$ cat config.mk
export PLATFORM = sky130hd
export DESIGN_NAME = frdm_front
export DESIGN_NICKNAME = d
export VERILOG_FILES = /design/src/assert_macros.svh /design/src/frdm_pkg.sv /design/src/frdm_front.sv
export SDC_FILE = /design/constraint.sdc
export NUM_CORES = 1
export LEC_CHECK = 0
export ABC_CLOCK_PERIOD_IN_PS = 3000
export BUFFER_PORTS_ARGS = -buffer_cell sky130_fd_sc_hd__buf_4
export CAP_MARGIN = 20
export CORE_ASPECT_RATIO = 0.75
export CORE_UTILIZATION = 40
export CTS_BUF_LIST = sky130_fd_sc_hd__clkbuf_16
export DETAILED_ROUTE_END_ITERATION = 7
export GPL_TIMING_DRIVEN = 0
export HOLD_SLACK_MARGIN = 0.12
export PLACE_DENSITY_LB_ADDON = 0.1
export SYNTH_ARGS = -nofsm -noshare
export SYNTH_HDL_FRONTEND = slang
export SYNTH_SLANG_ARGS = --single-unit
export TNS_END_PERCENT = 50
$ cat constraint.sdc
create_clock -name clk -period 3 [get_ports clk]
set_input_delay 0.6 -clock clk [delete_from_list [all_inputs] [get_ports clk]]
set_output_delay 0.6 -clock clk [all_outputs]
set_load 0.01 [all_outputs]
$ cat src/assert_macros.svh
// Assertion macros used by the top RTL file of the rectangle merger.
// Depends on nothing; compiled out when SYNTHESIS is defined.
`ifndef ASSERT_MACROS_SVH
`define ASSERT_MACROS_SVH
`ifndef SYNTHESIS
// antecedent implies consequent in the same cycle
`define ASSERT_IMPLY(label, clk, rst_n, ante, cons) \
	label: assert property (@(posedge clk) disable iff (!rst_n) (ante) |-> (cons)) \
		else $error("assertion failed");
// antecedent implies consequent in the next cycle
`define ASSERT_NEXT(label, clk, rst_n, ante, cons) \
	label: assert property (@(posedge clk) disable iff (!rst_n) (ante) |=> (cons)) \
		else $error("assertion failed");
`else
`define ASSERT_IMPLY(label, clk, rst_n, ante, cons)
`define ASSERT_NEXT(label, clk, rst_n, ante, cons)
`endif
`endif

$ cat src/frdm_pkg.sv
// Types, codes and helpers of the frame-difference rectangle merger.
// Used by every module of the block; depends on nothing.
package frdm_pkg;

	// configuration register indexes
	localparam logic [1:0] CFG_LINE_WIDTH   = 2'd0;
	localparam logic [1:0] CFG_FRAME_HEIGHT = 2'd1;
	localparam logic [1:0] CFG_REDRAW_ALL   = 2'd2;

	typedef enum logic {
		KIND_PIXEL = 1'b0,
		KIND_DRAIN = 1'b1
	} kind_t;

	typedef enum logic [2:0] {
		PH_ACCEPT = 3'b001,
		PH_MERGE  = 3'b010,
		PH_FLUSH  = 3'b100
	} phase_t;

	typedef struct packed {
		logic        req_type;
		logic [31:0] cur_pixels;
		logic [31:0] prev_pixels;
	} req_t;

	typedef struct packed {
		logic       rect_valid;
		logic [8:0] rect_left;
		logic [7:0] rect_top;
		logic [8:0] rect_right;
		logic [8:0] rect_bottom;
		logic [7:0] color_index;
		logic       merge_pending;
		logic       frame_done;
		logic       rejected;
	} rsp_t;

	typedef struct packed {
		logic [7:0] line_width;
		logic [8:0] frame_height;
		logic       redraw_all;
	} cfg_t;

	// classified transaction held in the queue
	typedef struct packed {
		kind_t       kind;
		logic [31:0] cur;
		logic [3:0]  chg;
	} item_t;

	// one run: start, width, first line, height, color
	typedef struct packed {
		logic [7:0] x;
		logic [8:0] w;
		logic [7:0] top;
		logic [8:0] h;
		logic [7:0] color;
	} run_t;

	// rectangle fields of a finished run
	function automatic rsp_t emit_run(input rsp_t r, input run_t e);
		rsp_t o;
		logic [8:0] xe;
		o = r;
		xe = {1'b0, e.x} + e.w;
		o.rect_valid  = 1'b1;
		o.rect_left   = {e.x, 1'b0};
		o.rect_top    = e.top;
		o.rect_right  = {xe[7:0], 1'b0};
		o.rect_bottom = {1'b0, e.top} + e.h;
		o.color_index = e.color;
		return o;
	endfunction

endpackage

$ cat src/frdm_front.sv
// Front part: accepts request transactions, classifies them and queues them.
// Depends on frdm_pkg.
module frdm_front (
	input  logic            clk,
	input  logic            arst_n,
	input  logic            req_valid,
	output logic            req_stall,
	input  frdm_pkg::req_t  req_item,
	input  logic            redraw_all,
	output logic            head_valid,
	output frdm_pkg::item_t head,
	input  logic            pop
);
	import frdm_pkg::*;

	item_t      slot_q [2];
	logic       wr_ptr_q, rd_ptr_q;
	logic [1:0] count_q;
	item_t      cls;
	logic       push;

	// classify: kind and per-pixel change mask
	always_comb begin
		cls.kind = req_item.req_type ? KIND_DRAIN : KIND_PIXEL;
		cls.cur  = req_item.cur_pixels;
		for (int i = 0; i < 4; i++) begin
			cls.chg[i] = redraw_all ||
				(req_item.cur_pixels[8*i +: 8] != req_item.prev_pixels[8*i +: 8]);
		end
	end

	assign req_stall  = (count_q == 2'd2);
	assign push       = req_valid && !req_stall;
	assign head_valid = (count_q != 2'd0);
	assign head       = slot_q[rd_ptr_q];

	// two-entry queue storage
	always_ff @(posedge clk) begin
		if (push) slot_q[wr_ptr_q] <= cls;
	end

	always_ff @(posedge clk or negedge arst_n) begin
		if (!arst_n) begin
			wr_ptr_q <= 1'b0;
			rd_ptr_q <= 1'b0;
			count_q  <= 2'd0;
		end else begin
			if (push) wr_ptr_q <= !wr_ptr_q;
			if (pop)  rd_ptr_q <= !rd_ptr_q;
			count_q <= count_q + {1'b0, push} - {1'b0, pop};
		end
	end
endmodule

==> impl_metrics.ini <==
[sta]
period_minus_slack_ns = 2.184
timing.clock.skew_ns = 0.005487
timing.final.crit_share_pct = 72.80
unrepaired_setup_endpoints_after_global_routing = no
timing.final.setup_violations = 0
max_slew_margin_pct = 57.38
timing.setup.tns_ns = 0
fmax_mhz = 457.9
setup_ws_ns = 0.8161
transition_time_at_the_pin_with_the_least_slew_margin_ns = 0.6377
report.final.hold_viol_count = 0
slew_viol_final = 0

[clocking]
h-tree-depth = 3
tritoncts = yes
clock_sink_count = 78
ctsRootBufferMaster = sky130_fd_sc_hd__clkbuf_16
post_cts_hold_buffer_count = 1
worst_skew_pair.late_latency_ns = 0.33
cts_buffers = 9
cts_setup_buffers = 0
cts.reportedPaths.clkPinSlew_ns = 0.06
ctsResizeCount = 0
clockBufferDepth = 2

[cells_and_area]
p_r_area_growth_vs_syn_pct = 39.49
final_cell_mix = sky130_fd_sc_hd__buf_4 (111), sky130_fd_sc_hd__edfxtp_1 (74), sky130_fd_sc_hd__mux2_2 (37), sky130_fd_sc_hd__xnor2_1 (31), sky130_fd_sc_hd__clkbuf_16 (9)
layout_commonest_cell = sky130_fd_sc_hd__buf_4
final_layout_size_suffix_gt1_share_pct = 55.78
n_antenna_cell = 0
sequential_cell_area_um2 = 2322
fillers = 623
layout.nets = 370
multi_input_combinational_cell_area_um2 = 867.1

[global_route]
first_pass_grt_wire_length_um = 9563
initial_antenna_violation_count = 0
first_global_vias = 1917
grt_start_max_net_pins = 38
groute.usage.overall_pct = 15.83
overflow = 0

[route]
detail_route.wirelength_um = 6122
firstDrtPassIters = 4
antenna_violating_nets_post_route = 0
post_drt_via_cell_ratio = 4.676
detailroute.via_count = 1889
drt_drc_violations_left = 0
route.detailed.wl_per_inst_um = 15.15
first_iter_violations = 47

[yosys]
synthCells = 176
netlist_area_um2 = 3216
synth_sequential_area_ratio_pct = 72.22
yosys_register_bits = 78
number_of_nets_in_the_synthesized_netlist = 248
synth_warnings = 0
syn-mean-instance-area_um2 = 18.27
post_synth_num_cell_types = 17

[power]
design_power_total_mw = 3.837
vdd.ir_drop.worst_mv = 0.3486
power_per_cell_area_nw_per_um2 = 855.4
p_leak_nw = 1.691

[worst_hold_path]
min_path_type = in -> reg

[floorplan]
effective_utilization_at_floorplan_pct = 42.49
floorplan.die_area_um2 = 8405
io_pins = 109
fp-row-count = 27
design.core.area_um2 = 7567
chipWidth_um = 105.5
die_y_um = 79.65

[worst_setup_path]
crit_path_start_kind = flop
setup.worst_path.end_class = primary output
worst-endpoint-required_ns = 2.40
crit_chain = buf_4 -> buf_4 -> mux2_2 -> buf_4
startpoint = rd_ptr_q
timing.setup.critical_path_class = reg -> out
worst_setup_path_endpoint = head[12]
reg2regPathDepth = 4
timing.critical_path.slowest_stage_cell = sky130_fd_sc_hd__mux2_2
cpMostUsedCell = sky130_fd_sc_hd__buf_4
cpPeakStageDelay_ns = 0.36
timing.rr.end = slot_q[0][17]
worstPathMaxFanout = 10
timing.rr.start = count_q[1]
r2r_slack_ns = 1.27
critical_path_arrival_ns = 1.58

[run_status]
run_status = completed

[place]
place_ws_ns = 1.067
gp_routability_congestion = 0.7146
hpwl_um = 4313
number_of_input_and_output_port_buffers_inserted = 108

[run]
drv.max_cap_violation_count = 0
==> registers in the layout (all words and copies together), names as in the netlist <==
register  cells
count_q       2
slot_q       74
wr_ptr_q      1
rd_ptr_q      1
==> power breakdown <==
group | total [mW] | switching, mW | internal (mW)
clock | 0.954 | 0.402 | 0.551
sequential | 1.55 | 0.0627 | 1.49
combinational | 1.33 | 0.620 | 0.714
==> cells in the mapped netlist, drive strengths merged <==
cell	count	area share [%]
edfxtp	74	69
mux2	37	13
xnor2	31	8.4
xor2	5	1.4
buf	4	0.86
dfrtp	4	3.1
nand3	4	0.62
nand4	4	0.78
or4	4	0.93
ha	2	0.78
inv	2	0.23
and3	1	0.19
nand2	1	0.12
nand2b	1	0.19
nor2	1	0.12
or2	1	0.19
==> worst max-delay path, delay by kind of cell, from the launching register on <==
family	cells	cell delay [ns]
buf+inv	3	0.55
mux	1	0.36
flops	1	0.34
==> cell type report <==
type                    count  share of cell area, %
flip-flops and latches     78                  51.77
repair buffers            111                  19.36
multi-input cells          92                  19.33
clock buffers               9                  5.021
well taps                 101                  2.817
clock inverters             7                 0.9205
plain buffers               4                 0.6137
inverters                   2                 0.1674
==> routing by layer <==
layer  track usage [%]  part of all wire, %
met1             19.90                   46
met2             25.39                   46
met3             5.633                  6.4
met4             5.833                  1.1
met5                 0                    0
==> metrics by stage <==
step                cells  hold slack [ns]  utilization (%)  cell area, um2
finish                404           0.4648            59.28            4486
floorplan             176           0.3044                -            3216
global placement      385           0.4016            54.88            4153
CTS                   404           0.4520            59.28            4486
global route          404           0.4500            59.28            4486
detailed placement    387           0.4003            55.62            4209
==> worst min-delay path by stage <==
stage / from / end / slack, ns / cells past startpoint
after floorplan: arst_n / count_q[0] / 0.30 / 0
after CTS: req_item[64] / slot_q[0][36] / 0.45 / 1
after global placement: arst_n / rd_ptr_q / 0.40 / 1
after global routing: req_item[64] / slot_q[0][36] / 0.45 / 1
final: req_item[64] / slot_q[1][36] / 0.46 / 1
after detailed placement: arst_n / rd_ptr_q / 0.40 / 1
==> logic make-up (layout without fill, tap and decap cells) <==
family,after synthesis,count (layout),share of synthesized area [%]
and+or+nand+nor,17,17,3.152
adders and majority gates,2,2,0.7781
muxes,37,37,12.96
buffers and inverters,6,133,1.089
DFF,78,78,72.22
xor gates and xnor gates,36,36,9.805
Note: power is estimated with default switching activity, not from simulation.
